<file path="src/base32_text_decoder_defines.svh">
// Assertion macros shared by the Base32 text decoder RTL.
`ifndef BASE32_TEXT_DECODER_DEFINES_SVH
`define BASE32_TEXT_DECODER_DEFINES_SVH

// Same-cycle implication, sampled on clk and disabled while rst_n is low.
`define B32D_ASSERT_NOW(label, ante, cons, msg) \
  label: assert property (@(posedge clk) disable iff (!rst_n) (ante) |-> (cons)) \
    else $error(msg);

// Next-cycle implication, sampled on clk and disabled while rst_n is low.
`define B32D_ASSERT_NEXT(label, ante, cons, msg) \
  label: assert property (@(posedge clk) disable iff (!rst_n) (ante) |=> (cons)) \
    else $error(msg);

`endif

</file>
<file path="src/b32d_pkg.sv">
// Types, character constants and the symbol decode function of the Base32 decoder.
package b32d_pkg;

  typedef logic [7:0]  char_t;
  typedef logic [4:0]  sym_val_t;
  typedef logic [11:0] bit_buf_t;
  typedef logic [2:0]  bit_cnt_t;

  localparam char_t CHR_UA    = 8'h41;  // 'A'
  localparam char_t CHR_UZ    = 8'h5A;  // 'Z'
  localparam char_t CHR_LA    = 8'h61;  // 'a'
  localparam char_t CHR_LZ    = 8'h7A;  // 'z'
  localparam char_t CHR_D2    = 8'h32;  // '2'
  localparam char_t CHR_D7    = 8'h37;  // '7'
  localparam char_t CHR_PAD   = 8'h3D;  // '='
  localparam char_t CHR_SPACE = 8'h20;
  localparam char_t CHR_TAB   = 8'h09;
  localparam char_t CHR_CR    = 8'h0D;
  localparam char_t CASE_OFFSET    = CHR_LA - CHR_UA;
  localparam char_t SYM_DIGIT_BASE = 8'd26;

  localparam int unsigned BYTE_BITS = 8;
  localparam int unsigned SYM_BITS  = 5;

  typedef enum logic [1:0] {
    SK_SYMBOL,
    SK_SKIP,
    SK_BAD
  } sym_kind_t;

  typedef struct packed {
    sym_kind_t kind;
    sym_val_t  value;
  } sym_t;

  // Classifies one character code and gives its five-bit symbol value.
  function automatic sym_t b32d_classify(input char_t ch);
    sym_t  r;
    char_t up;
    r.kind  = SK_BAD;
    r.value = '0;
    up      = ch;
    if (ch inside {[CHR_LA:CHR_LZ]}) begin
      up = ch - CASE_OFFSET;
    end
    case (up) inside
      [CHR_UA:CHR_UZ]: begin
        r.kind  = SK_SYMBOL;
        r.value = sym_val_t'(up - CHR_UA);
      end
      [CHR_D2:CHR_D7]: begin
        r.kind  = SK_SYMBOL;
        r.value = sym_val_t'(up - CHR_D2 + SYM_DIGIT_BASE);
      end
      CHR_PAD, CHR_SPACE, [CHR_TAB:CHR_CR]: begin
        r.kind = SK_SKIP;
      end
      default: begin
        r.kind = SK_BAD;
      end
    endcase
    return r;
  endfunction

endpackage

</file>
<file path="src/b32d_in_if.sv">
// Character input channel of the Base32 decoder.
interface b32d_in_if;
  logic              valid;
  logic              ready;
  b32d_pkg::char_t   char_in;
  logic              last_char;

  modport source (output valid, output char_in, output last_char, input ready);
  modport sink   (input valid, input char_in, input last_char, output ready);
endinterface

</file>
<file path="src/b32d_out_if.sv">
// Result channel of the Base32 decoder.
interface b32d_out_if;
  logic              valid;
  logic              ready;
  b32d_pkg::char_t   data_byte;
  logic              byte_valid;
  logic              invalid_char;
  logic              end_of_string;

  modport source (output valid, output data_byte, output byte_valid,
                  output invalid_char, output end_of_string, input ready);
  modport sink   (input valid, input data_byte, input byte_valid,
                  input invalid_char, input end_of_string, output ready);
endinterface

</file>
<file path="src/base32_text_decoder.sv">
// A character beat is held in the input register, then its result beat in the output register.
// Throughput: one character per cycle while the sink keeps up, set by the input
// register feeding the output register through one pass of map, shift and compare logic.
// Reset: synchronous, active-low rst_n empties both registers and clears the
// bit buffer, the pending bit count and the error mark.
`include "base32_text_decoder_defines.svh"

module base32_text_decoder (
  input  logic clk,
  input  logic rst_n,
  b32d_in_if.sink    in_bus,
  b32d_out_if.source out_bus
);
  import b32d_pkg::*;

  // Input register: holds one accepted character beat.
  logic     s1_valid_r, s1_valid_nxt;
  char_t    s1_char_r;
  logic     s1_last_r;

  // Decoder state carried from one character to the next.
  bit_buf_t buf_r, buf_nxt;
  bit_cnt_t pend_r, pend_nxt;
  logic     err_r, err_nxt;

  // Output register: one result beat waiting for the sink.
  logic     out_valid_r, out_valid_nxt;
  char_t    out_byte_r;
  logic     out_bv_r, out_bad_r, out_eos_r;

  logic     out_free, s1_fire, in_fire;
  sym_t     cls;
  logic     take_sym, is_bad, have_byte, res_valid;
  bit_buf_t buf_shift;
  logic [3:0] pend_sum;
  bit_cnt_t pend_after;
  char_t    byte_val;

  // The output register can take a new result when it is empty or being drained.
  // The input register moves whenever the output register can take its result,
  // so a character is accepted every cycle while the sink keeps up.
  assign out_free     = !out_valid_r || out_bus.ready;
  assign s1_fire      = s1_valid_r && out_free;
  assign in_bus.ready = !s1_valid_r || out_free;
  assign in_fire      = in_bus.valid && in_bus.ready;

  // Per-character decode. Once an invalid character has been seen, the rest of
  // the string is ignored until its last character.
  always_comb begin
    cls        = b32d_classify(s1_char_r);
    take_sym   = !err_r && (cls.kind == SK_SYMBOL);
    is_bad     = !err_r && (cls.kind == SK_BAD);
    buf_shift  = {buf_r[$bits(bit_buf_t)-SYM_BITS-1:0], cls.value};
    pend_sum   = {1'b0, pend_r} + 4'(SYM_BITS);
    have_byte  = take_sym && (pend_sum >= 4'(BYTE_BITS));
    pend_after = have_byte ? bit_cnt_t'(pend_sum - 4'(BYTE_BITS)) : bit_cnt_t'(pend_sum);
    byte_val   = char_t'(buf_shift >> pend_after);
    res_valid  = have_byte || is_bad || s1_last_r;
  end

  // Next state. The last character of a string returns everything to zero so
  // leftover bits and the error mark never reach the next string.
  always_comb begin
    buf_nxt  = buf_r;
    pend_nxt = pend_r;
    err_nxt  = err_r;
    if (s1_fire) begin
      if (s1_last_r) begin
        buf_nxt  = '0;
        pend_nxt = '0;
        err_nxt  = 1'b0;
      end else begin
        if (take_sym) begin
          buf_nxt  = buf_shift;
          pend_nxt = pend_after;
        end
        if (is_bad) begin
          err_nxt = 1'b1;
        end
      end
    end
  end

  always_comb begin
    s1_valid_nxt = s1_valid_r;
    if (in_bus.ready) begin
      s1_valid_nxt = in_bus.valid;
    end
    out_valid_nxt = out_valid_r;
    if (s1_fire) begin
      out_valid_nxt = res_valid;
    end else if (out_bus.ready) begin
      out_valid_nxt = 1'b0;
    end
  end

  always_ff @(posedge clk) begin
    if (!rst_n) begin
      s1_valid_r  <= 1'b0;
      out_valid_r <= 1'b0;
      buf_r       <= '0;
      pend_r      <= '0;
      err_r       <= 1'b0;
    end else begin
      s1_valid_r  <= s1_valid_nxt;
      out_valid_r <= out_valid_nxt;
      buf_r       <= buf_nxt;
      pend_r      <= pend_nxt;
      err_r       <= err_nxt;
    end
  end

  // Payload registers load on their handshakes and need no reset.
  always_ff @(posedge clk) begin
    if (in_fire) begin
      s1_char_r <= in_bus.char_in;
      s1_last_r <= in_bus.last_char;
    end
    if (s1_fire) begin
      out_byte_r <= have_byte ? byte_val : '0;
      out_bv_r   <= have_byte;
      out_bad_r  <= is_bad;
      out_eos_r  <= s1_last_r;
    end
  end

  assign out_bus.valid         = out_valid_r;
  assign out_bus.data_byte     = out_byte_r;
  assign out_bus.byte_valid    = out_bv_r;
  assign out_bus.invalid_char  = out_bad_r;
  assign out_bus.end_of_string = out_eos_r;

  // Checks on the decoder's own bookkeeping and on the result handshake.
  `B32D_ASSERT_NEXT(a_out_hold, out_valid_r && !out_bus.ready,
                    out_valid_r && $stable(out_byte_r) && $stable(out_eos_r),
                    "result beat changed while the sink stalled")
  `B32D_ASSERT_NEXT(a_eos_clears, s1_fire && s1_last_r,
                    buf_r == '0 && pend_r == '0 && !err_r, "state not cleared after end of string")
  `B32D_ASSERT_NOW(a_err_no_byte, s1_fire && err_r, !have_byte && !is_bad,
                   "decoding continued after an invalid character")
  `B32D_ASSERT_NOW(a_byte_xor_bad, out_valid_r, !(out_bv_r && out_bad_r),
                   "result beat flags both a byte and an invalid character")

endmodule

</file>
<file path="src/flat_wrapper.sv">
// flat-port wrapper written by rule: the top's interface ports become plain ports
module base32_text_decoder_flat import b32d_pkg::*;
  (clk, rst_n, in_bus_valid, in_bus_char_in, in_bus_last_char, in_bus_ready, out_bus_valid, out_bus_data_byte, out_bus_byte_valid, out_bus_invalid_char, out_bus_end_of_string, out_bus_ready);
  b32d_in_if in_bus_i ();
  b32d_out_if out_bus_i ();
  input  logic clk;
  input  logic rst_n;
  input wire logic [$bits(in_bus_i.valid)-1:0] in_bus_valid;
  input wire logic [$bits(in_bus_i.char_in)-1:0] in_bus_char_in;
  input wire logic [$bits(in_bus_i.last_char)-1:0] in_bus_last_char;
  output wire logic [$bits(in_bus_i.ready)-1:0] in_bus_ready;
  output wire logic [$bits(out_bus_i.valid)-1:0] out_bus_valid;
  output wire logic [$bits(out_bus_i.data_byte)-1:0] out_bus_data_byte;
  output wire logic [$bits(out_bus_i.byte_valid)-1:0] out_bus_byte_valid;
  output wire logic [$bits(out_bus_i.invalid_char)-1:0] out_bus_invalid_char;
  output wire logic [$bits(out_bus_i.end_of_string)-1:0] out_bus_end_of_string;
  input wire logic [$bits(out_bus_i.ready)-1:0] out_bus_ready;
  assign in_bus_i.valid = in_bus_valid;
  assign in_bus_i.char_in = in_bus_char_in;
  assign in_bus_i.last_char = in_bus_last_char;
  assign in_bus_ready = in_bus_i.ready;
  assign out_bus_valid = out_bus_i.valid;
  assign out_bus_data_byte = out_bus_i.data_byte;
  assign out_bus_byte_valid = out_bus_i.byte_valid;
  assign out_bus_invalid_char = out_bus_i.invalid_char;
  assign out_bus_end_of_string = out_bus_i.end_of_string;
  assign out_bus_i.ready = out_bus_ready;
  base32_text_decoder u_core (.clk(clk), .rst_n(rst_n), .in_bus(in_bus_i), .out_bus(out_bus_i));
endmodule
</file>
<file path="config.mk">
export PLATFORM = sky130hd
export DESIGN_NAME = base32_text_decoder_flat
export DESIGN_NICKNAME = d
export VERILOG_FILES = /design/src/b32d_pkg.sv /design/src/b32d_in_if.sv /design/src/b32d_out_if.sv /design/src/base32_text_decoder.sv /design/src/flat_wrapper.sv
export VERILOG_INCLUDE_DIRS = /design/src /design/src/src
export SDC_FILE = /design/constraint.sdc
export NUM_CORES = 1
export LEC_CHECK = 0
export ABC_AREA = 1
export BUFFER_PORTS_ARGS = -buffer_cell sky130_fd_sc_hd__buf_4
export CAP_MARGIN = 20
export CORE_ASPECT_RATIO = 1.4
export CORE_MARGIN = 4
export CORE_UTILIZATION = 49
export DETAILED_ROUTE_END_ITERATION = 10
export PLACE_DENSITY_LB_ADDON = 0.3
export SETUP_SLACK_MARGIN = 0.5
export SYNTH_ARGS = -nofsm -noshare
export SYNTH_HDL_FRONTEND = slang
export SYNTH_SLANG_ARGS = --single-unit
</file>
<file path="constraint.sdc">
create_clock -name clk -period 2.6 [get_ports clk]
set_input_delay 0.26 -clock clk [delete_from_list [all_inputs] [get_ports clk]]
set_output_delay 0.26 -clock clk [all_outputs]
set_load 0.01 [all_outputs]
</file>
# Word level (Yosys, flattened, before mapping)

Index checks and enable logic that the tools add are counted.

Input bits: 13
Logic and storage cells: 68
Flip-flop bits (word level): 33
Output and inout bits: 13

Shift operators: 1
Muxes and demuxes: 15
Reduce and logical (&&, ||, !) cells: 23
Magnitude comparators: 9
Add/subtract/negate cells: 6
Eq/ne operators: 3

Operators with widths:

| kind                                                           | number |
|---|---|
| == test 8 x 6 -> 1 bit, second input constant                  | 2 |
| >= comparator 8 x 7 -> 1 bit, second input constant            | 2 |
| less-or-equal comparator 8 x 7 -> 1 bit, second input constant | 2 |
| two-way mux 7 bit                                              | 2 |
| right shift 12 x 3 -> 8 bit                                    | 1 |
| two-way mux 5 bit                                              | 2 |
| logical AND 1 bit                                              | 9 |
| two-way mux 3 bit                                              | 3 |
| >= comparator 8 x 4 -> 1 bit, second input constant            | 1 |
| >= comparator 8 x 6 -> 1 bit, second input constant            | 1 |
| less-or-equal comparator 8 x 4 -> 1 bit, second input constant | 1 |
| less-or-equal comparator 8 x 6 -> 1 bit, second input constant | 1 |
| two-way mux 8 bit                                              | 1 |
| subtractor 8 x 6 -> 8 bit, second input constant               | 1 |
| two-way mux 2 bit                                              | 3 |
| nonzero test 2 bit                                             | 3 |
| adder 5 bit, second input constant                             | 1 |
| subtractor 5 x 1 -> 5 bit, second input constant               | 1 |
| subtractor 5 bit, second input constant                        | 1 |
| adder 3 x 3 -> 4 bit, second input constant                    | 1 |
| >= comparator 4 bit, second input constant                     | 1 |
| logical OR 1 bit                                               | 4 |
| two-way mux 1 bit                                              | 4 |
| AND reduction 2 bit                                            | 2 |
| other kinds (5)                                                | 7 |

# Depth between registers and ports, before layout

Gate-level depths: netlist (run 1).

Depth after elaboration: 15
Gate-level depth with buffers: 18

# Least setup slack after synthesis (run 1)

Ideal clock, no wire load.

Path type: flip-flop to flip-flop
Start point: reg u_core.s1_char_r[0]
End point: reg u_core.out_byte_r[0] (netlist: u_core.out_bus.data_byte[0]), data pin
Clock period less this slack: 2.123 ns
Stages on the path, launching flop included: 15
Path slack: 0.477 ns
Data required time: 2.348 ns
Arrival: 1.872 ns
Buffers on the path: 0
Cells stage by stage: edfxtp_1 inv_1 ha_1 nand4_2 nand3_2 nand2_2 inv_2 nand2_2 o21a_4 nand3_1 nand3_1 nand3_1 nand3_1 nand2_1 nor2_1

Cells in the longest elaborated chain, start to end: 14
Elaborated cells on any way between the ends: 30
Classes of those cells: add/sub (4); order compare (8); eq/ne (2); shift (1); mux (7); reduce/logical (8)

Ends and longest elaborated chain:

| element                                                                                                       | RTL line                   | text |
|---|---|---|
| start, declared                                                                                               | base32_text_decoder.sv:18  | `char_t s1_char_r;` |
| start signal, assigned                                                                                        | base32_text_decoder.sv:116 | `s1_char_r <= in_bus.char_in;` |
| >= comparator 8 x 7 -> 1 bit or less-or-equal comparator 8 x 7 -> 1 bit (tied branches)                       | b32d_pkg.sv:43             | `if (ch inside {[CHR_LA:CHR_LZ]}) begin` |
| logical AND 1 bit                                                                                             | b32d_pkg.sv:43             |  |
| two-way mux 8 bit *                                                                                           | b32d_pkg.sv:43             |  |
| >= comparator 8 x 4 -> 1 bit (not written as such) or less-or-equal comparator 8 x 4 -> 1 bit (tied branches) | base32_text_decoder.sv:50  | `cls = b32d_classify(s1_char_r);` |
| logical AND 1 bit (not written as such)                                                                       | base32_text_decoder.sv:50  |  |
| OR reduction 3 bit                                                                                            | b32d_pkg.sv:46             | `case (up) inside` |
| two-way mux 2 bit (3 in a row)                                                                                | b32d_pkg.sv:46             |  |
| logical NOT 2 bit                                                                                             | base32_text_decoder.sv:51  | `take_sym = !err_r && (cls.kind == SK_SYMBOL);` |
| logical AND 1 bit                                                                                             | base32_text_decoder.sv:51  |  |
| logical AND 1 bit                                                                                             | base32_text_decoder.sv:55  | `have_byte = take_sym && (pend_sum >= 4'(BYTE_BITS));` |
| two-way mux 3 bit                                                                                             | base32_text_decoder.sv:56  | `pend_after = have_byte ? bit_cnt_t'(pend_sum - 4'(BYTE_BITS)) : bit_cnt_t'(pend_sum);` |
| right shift 12 x 3 -> 8 bit                                                                                   | base32_text_decoder.sv:57  | `byte_val = char_t'(buf_shift >> pend_after);` |
| end signal, assigned                                                                                          | base32_text_decoder.sv:120 | `out_byte_r <= have_byte ? byte_val : '0;` |
| end, declared                                                                                                 | base32_text_decoder.sv:28  | `char_t out_byte_r;` |

Mark *: on every way between the ends. The rest lies on a longest branch, timed or not.
A chain may end at the register's enable or synchronous reset.

# Worst setup path after layout (run 1)

Start point: reg u_core.s1_char_r[0]
End point: reg u_core.pend_r[0]

Cells in the longest elaborated chain, start to end: 15
Elaborated cells on any way between the ends: 28
Classes of those cells: add/sub (1); order compare (8); eq/ne (2); mux (7); reduce/logical (10)

Ends and longest elaborated chain:

| element                                                                                                       | RTL line                   | text |
|---|---|---|
| >= comparator 8 x 7 -> 1 bit or less-or-equal comparator 8 x 7 -> 1 bit (tied branches)                       | b32d_pkg.sv:43             |  |
| logical AND 1 bit                                                                                             | b32d_pkg.sv:43             |  |
| two-way mux 8 bit *                                                                                           | b32d_pkg.sv:43             |  |
| >= comparator 8 x 4 -> 1 bit (not written as such) or less-or-equal comparator 8 x 4 -> 1 bit (tied branches) | base32_text_decoder.sv:50  |  |
| logical AND 1 bit (not written as such)                                                                       | base32_text_decoder.sv:50  |  |
| OR reduction 3 bit                                                                                            | b32d_pkg.sv:46             |  |
| two-way mux 2 bit (2 in a row)                                                                                | b32d_pkg.sv:46             |  |
| two-way mux 2 bit *                                                                                           | b32d_pkg.sv:46             |  |
| logical NOT 2 bit *                                                                                           | base32_text_decoder.sv:51  |  |
| logical AND 1 bit *                                                                                           | base32_text_decoder.sv:51  |  |
| logical AND 1 bit                                                                                             | base32_text_decoder.sv:55  |  |
| two-way mux 3 bit                                                                                             | base32_text_decoder.sv:56  |  |
| two-way mux 3 bit                                                                                             | base32_text_decoder.sv:73  | `if (take_sym) begin` |
| two-way mux 3 bit                                                                                             | base32_text_decoder.sv:68  | `if (s1_last_r) begin` |
| end signal, assigned                                                                                          | base32_text_decoder.sv:108 | `pend_r <= pend_nxt;` |
| end, declared                                                                                                 | base32_text_decoder.sv:23  | `bit_cnt_t pend_r, pend_nxt;` |

Mark *: on every way between the ends. The rest lies on a longest branch, timed or not. The select of a mux whose other input is x is not followed.

==> impl_metrics.yaml, run 1 <==
run_status:
  status: "complete, no violations"
synth:
  synth_edf_count: 20
  ys_ff_latch: 33
  syn_inst: 258
  yosys_warnings: 0
  synthArstFlopShare: 0
  postSynthAreaPerCell_um2: 7.97
  synth.distinct_cells: 32
  syn-cell-area_um2: 2060
  synth_nets: 280
  ys.flop_type: "edfxtp_1"
  synth_seq_area_share: 0.418
cts:
  cts_root_buf: "clkbuf_8"
  cts_buffers: 5
  cts_tree: "yes"
  hold_buffers: 0
  clock_sinks: 33
  cts_max_path_buffers: 2
  insertion_delay_ns: 0.29
  htree_levels: 2
  clk_pin_slew_ns: 0.08
power_and_ir_drop:
  powerDensity_nw_per_um2: 460
  power.total_mw: 1.28
  ir_drop_mv: 0.376
  power_leakage_nw: 1.20
setup_path:
  worstPathCellList: "inv_2, ha_4, nand4_4, nand3_2, nand2_2, inv_4, nand4_1, nand2_4, nand2_4, nand2_4, nand3_4, nand2_4, buf_6, nand3_2, a21oi_2"
  cp.arrival_ns: 2.54
  crit_path_top_delay_cell: "edfxtp_1"
  required_ns: 2.83
  critPathMaxFanout: 6
  cp-start-kind: "flip-flop"
  crit_top_cell: "nand2_4"
  cp-end-kind: "flip-flop"
  slowest_delay_ns: 0.48
  crit_type: "flip-flop to flip-flop"
timing:
  slew_violations: 0
  fmax_mhz: 433
  slew_headroom: 0.578
  tightest_slew_ns: 0.633
  finClkSkew_ns: 0.0153
  worst_slack_ns: 0.288
  finalSetupViolCount: 0
  period_minus_slack_ns: 2.31
  setup_tns_ns: 0
  grt_setup_unrepaired: "true"
  fin_crit_sh: 0.889
  whs_ns: 0.154
  final_hold_viol_count: 0
placement:
  routabilityCongestion: 0.902
  dpl-instance-area_um2: 2310
  io_buffers: 25
  hpwl_um: 3460
  dpl_worst_slack_ns: 0.228
final_layout:
  drive_gt1_frac: 0.390
  post-route-cell-area_um2: 2780
  fin_nets: 336
  antenna_cells: 0
  area_delta_synth_final_pct: 34.9
routing:
  vias: 2019
  drc_errors: 0
  ant_nets: 0
  via_per_inst: 5.64
  firstDrtPassIters: 4
  finalWirelength_um: 5600
  drt-met1-wl_um: 2030
  wl_met2_um: 2970
  dr.max_layer_used: "met4"
  wl_per_cell_um: 15.6
  met3_length_um: 329
  drt_iter0_markers: 105
grt:
  grt_usage: 0.198
  grt_max_degree: 23
  antenna_found_initial: 0
  gr-total-overflow: 0
  grt_pass1_vias: 1943
  grt_pass1_wl_um: 8370
die:
  die_area_um2: 5310
  die_w_um: 62.8
  core_region_area_um2: 3990
  pin_count: 26
  die_h_um: 84.7
  core.rowCount: 27
  start_util: 0.516
worst_hold_path:
  hp-class: "input pin to flip-flop"
run:
  drv_cap: 0
## sequential cells by signal, summed over array words and instances (netlist names), 3 cells and up
register and count:
u_core.buf_r 7, u_core.out_bus.data_byte 8, u_core.pend_r 3, u_core.s1_char_r 8
## area by class of cell
cell class              instances  area [um^2]
inverters                      35          140
repair buffers                 53          424
multi-input cells             186         1210
clock buffers                   5         68.8
flip-flops and latches         33          861
well taps                      43         53.8
clock inverters                 3         16.3
fillers                       299         1210
## cells by family after synthesis
kind of cell | after synthesis | synth area share
AO/OA/AOI/OAI | 41 | 0.108
AND/OR/NAND/NOR | 132 | 0.330
buffers and inverters | 39 | 0.0718
adder cells (fa/ha/maj) | 9 | 0.0547
flip-flops | 33 | 0.418
XOR/XNOR | 4 | 0.0170
## synth_stat cells (all sizes together), types with 2 or more instances
cell type  number  area, um^2
nand3          38         218
a21oi          18        90.1
nor2           21         101
xnor2           2        17.5
xor2            2        17.5
clkbuf          3        11.3
edfxtp         20         601
nand4           4        31.3
dfxtp          13         260
or2             6        37.5
nand2          60         265
o21ai          19        95.1
inv            35         131
ha              9         113
nor3            2        15.0
## layer usage
layer  vias up  GRT usage
met5         -          0
met4         0      0.120
met3        26     0.0522
met2        91      0.363
met1       929      0.195
li1        973          -
## final timing paths
kind	from	to	slack (ns)	depth (start not counted)
hold reg to reg	u_core.buf_r[5]$_SDFFE_PN0P_	u_core.buf_r[5]$_SDFFE_PN0P_	0.48	2
hold / removal	in_bus_char_in[0]	u_core.s1_char_r[0]$_DFFE_PP_	0.15	1
setup / recovery	u_core.s1_char_r[0]$_DFFE_PP_	u_core.pend_r[0]$_SDFFE_PN0P_	0.29	15
setup reg to reg	u_core.s1_char_r[0]$_DFFE_PP_	u_core.pend_r[0]$_SDFFE_PN0P_	0.29	15
## timing repair
action / CTS / global route
buffers inserted: 18 / 7
setup endpoints to repair: 22 / 21
pin swaps: 14 / 20
gates resized for setup: 22 / 31
## per-stage QoR
| stage | utilization | std cells |
|---|---|---|
| floorplan | - | 258 |
| global placement | 0.579 | 325 |
| detailed placement | 0.579 | 325 |
| CTS | 0.650 | 351 |
| global route | 0.696 | 358 |
| finish | 0.696 | 358 |
## cell usage in the layout (no fill, tap or decap), types with 3 or more instances in the layout
cell      synthesis  final
ha_1              9      6
a21oi_1          18     11
nand2_2           4      6
nand3_2           3     11
nand2_4           4      5
inv_1            33     26
inv_4             0      3
nor2_2            3      4
nand4_1           3      3
or2_2             4      4
nand3_1          34     25
a21oi_2           0      7
buf_4             0     46
inv_2             2      6
buf_6             0      7
nand2_1          52     49
nor2_1           16     12
dfxtp_1          13     13
nor2_4            2      5
o21ai_0          17     16
edfxtp_1         20     20
clkbuf_8          0      5
## power breakdown
part           total, mW  leakage (nW)  switching [mW]  internal, mW
combinational      0.299         0.852           0.178         0.121
sequential         0.601         0.295          0.0173         0.584
clock              0.377        0.0482           0.191         0.185
total               1.28          1.20           0.387         0.889
## worst max-delay path: cells and delay by family, from the launching register on
family / cells / cell delay [ns]
flops: 1 / 0.48
simple gates: 10 / 1.08
fa+ha+maj: 1 / 0.16
compound gates: 1 / 0.15
buf+inv: 3 / 0.37
No activity file was read; power rests on OpenSTA's default activity.
==> run 2: changes to the inputs <==
Settings changed: CORE_UTILIZATION 49 to 55.
==> run 2 against run 1 <==
- via count is 3.2% lower
- core utilization is 4.8 points higher
- critical path depth is 1 higher
- die area decreased by 9.7%
==> impl_metrics.yaml, run 2 (synthesis results as in run 1) <==
grt:
  grt_pass1_vias: 1841
  grt_usage: 0.228
  antenna_found_initial: 0
  grt_max_degree: 23
  grt_pass1_wl_um: 7980
  gr-total-overflow: 0
timing:
  final_hold_viol_count: 0
  tightest_slew_ns: 0.665
  setup_tns_ns: 0
  fmax_mhz: 432
  slew_violations: 0
  worst_slack_ns: 0.285
  fin_crit_sh: 0.890
  finClkSkew_ns: 0.00675
  grt_setup_unrepaired: "true"
  finalSetupViolCount: 0
  period_minus_slack_ns: 2.31
  slew_headroom: 0.556
routing:
  drt_iter0_markers: 61
  firstDrtPassIters: 4
  via_per_inst: 5.61
  wl_per_cell_um: 14.8
  ant_nets: 0
  vias: 1954
  finalWirelength_um: 5130
  drc_errors: 0
setup_path:
  path_delay_family: "simple AND/OR/NAND/NOR gates"
  timing.rr.start: "u_core.s1_char_r[0]$_DFFE_PP_"
  path_buf_inv: 3
  reg2reg_slack_ns: 0.29
  rr_worst_depth: 16
  crit_path_top_delay_cell: "edfxtp_1"
  cp-end-kind: "flip-flop"
  cp-start-kind: "flip-flop"
  slowest_delay_ns: 0.42
  required_ns: 2.78
  crit_path_end: "u_core.pend_r[0]$_SDFFE_PN0P_"
  cp.arrival_ns: 2.50
  critPathMaxFanout: 7
  worstReg2RegEnd: "u_core.pend_r[0]$_SDFFE_PN0P_"
  crit_path_start: "u_core.s1_char_r[0]$_DFFE_PP_"
  crit_type: "flip-flop to flip-flop"
  worstPathCellList: "buf_6, ha_4, inv_2, nand4_4, nand4_1, nand2_4, nor2_4, nand3_2, nand2_4, nand2_4, nand2_4, nand3_4, nand2_8, inv_8, nand2_1, a21oi_2"
  crit_cells: 16
  crit_top_cell: "nand2_4"
cts:
  cts_max_path_buffers: 2
  htree_levels: 2
  clock_sinks: 33
  insertion_delay_ns: 0.30
  hold_buffers: 0
  clk_pin_slew_ns: 0.07
  cts_root_buf: "clkbuf_8"
  cts_tree: "yes"
  cts_buffers: 5
final_layout:
  fin_nets: 327
  seq_area_um2: 861
  final_common_cell: "nand2_1"
  drive_gt1_frac: 0.369
  instances_no_fill: 348
  area_delta_synth_final_pct: 31.8
  antenna_cells: 0
  n_fill_cell: 267
  layout_common_cells: "nand2_1, buf_4, inv_1"
  multi_input_area_um2: 1230
die:
  die_w_um: 59.7
  core.rowCount: 26
  die_area_um2: 4800
  pin_count: 26
  start_util: 0.565
  core_region_area_um2: 3640
  die_h_um: 80.4
power_and_ir_drop:
  p_clk_frac: 0.301
  power_leakage_nw: 1.17
  ir_drop_mv: 0.496
  p_sw_mw: 0.384
  switching_share: 0.304
  internal_power_mw: 0.880
  comb_power_share: 0.225
  pwr-share-seq: 0.474
  powerDensity_nw_per_um2: 467
run:
  drv_cap: 0
placement:
  io_buffers: 25
  hpwl_um: 3520
  routabilityCongestion: 0.969
  dpl_worst_slack_ns: 0.210
  dp_cells: 325
worst_hold_path:
  hp-class: "input pin to flip-flop"
run_status:
  status: "complete, no violations"
## run 2: changes by cell type in the layout (fill, tap and decap cells not counted), sizes merged
cell      change
buf          -10
clkinvlp      -1
inv           +1
nand2         +1
## run 2: worst min-delay path by stage
stage | endpoint | cells past startpoint | startpoint
after global routing | u_core.s1_last_r$_DFFE_PP_ | 1 | in_bus_last_char
after global placement | u_core.s1_char_r[7]$_DFFE_PP_ | 1 | in_bus_char_in[7]
final | u_core.s1_char_r[6]$_DFFE_PP_ | 1 | in_bus_char_in[6]
after detailed placement | u_core.s1_char_r[4]$_DFFE_PP_ | 1 | in_bus_char_in[4]
after CTS | u_core.s1_char_r[5]$_DFFE_PP_ | 1 | in_bus_char_in[5]
after floorplan | u_core.s1_char_r[0]$_DFFE_PP_ | 0 | in_bus_char_in[0]
## run 2: metrics by stage
step | cell area, um^2 | power, mW | hold WS [ns] | utilization
2_1_floorplan | 2060 | 0.761 | 0.359 | -
3_5_place_dp | 2310 | 0.836 | 0.439 | 0.635
4_1_cts | 2570 | 1.25 | 0.131 | 0.706
3_3_place_gp | 2310 | 0.832 | 0.438 | 0.635
5_1_grt | 2710 | 1.32 | 0.131 | 0.744
6_report | 2710 | 1.26 | 0.141 | 0.744
## run 2: worst reg2reg max path: stages, from the launching register on
cell	delay, ns
edfxtp_1	0.42
buf_6	0.15
ha_4	0.15
inv_2	0.07
nand4_4	0.13
nand4_1	0.17
nand2_4	0.08
nor2_4	0.14
nand3_2	0.11
nand2_4	0.13
nand2_4	0.07
nand2_4	0.09
nand3_4	0.14
nand2_8	0.17
inv_8	0.05
nand2_1	0.08
a21oi_2	0.05
## run 2: timing repair
item                                    in CTS  in global routing
pin swaps                                   10                 17
gates resized for setup                     26                 27
endpoints found under the setup margin      22                 22
gates cloned                                 1                  0
setup buffers                               10                  4
## run 2: cell type report
class	count	area share
clock buffers	5	0.0254
clock inverters	3	0.00600
inverters	35	0.0522
multi-input cells	187	0.455
flip-flops and latches	33	0.318
well taps	42	0.0194
repair buffers	43	0.125
## run 2: layer usage
metal | wire [um] | vias to the layer above | track usage
li1 | - | 958 | -
met1 | 1810 | 912 | 0.217
met2 | 2810 | 59 | 0.398
met3 | 230 | 25 | 0.0450
met4 | 276 | 0 | 0.193
met5 | 0 | - | 0
## run 2: power by group through the flow
| stage | sequential (mW) | combinational, mW | clock, mW |
|---|---|---|---|
| floorplan | 0.614 | 0.147 | 0 |
| global placement | 0.612 | 0.220 | 0 |
| detailed placement | 0.612 | 0.224 | 0 |
| CTS | 0.598 | 0.256 | 0.393 |
| global route | 0.602 | 0.311 | 0.411 |
| finish | 0.599 | 0.285 | 0.380 |
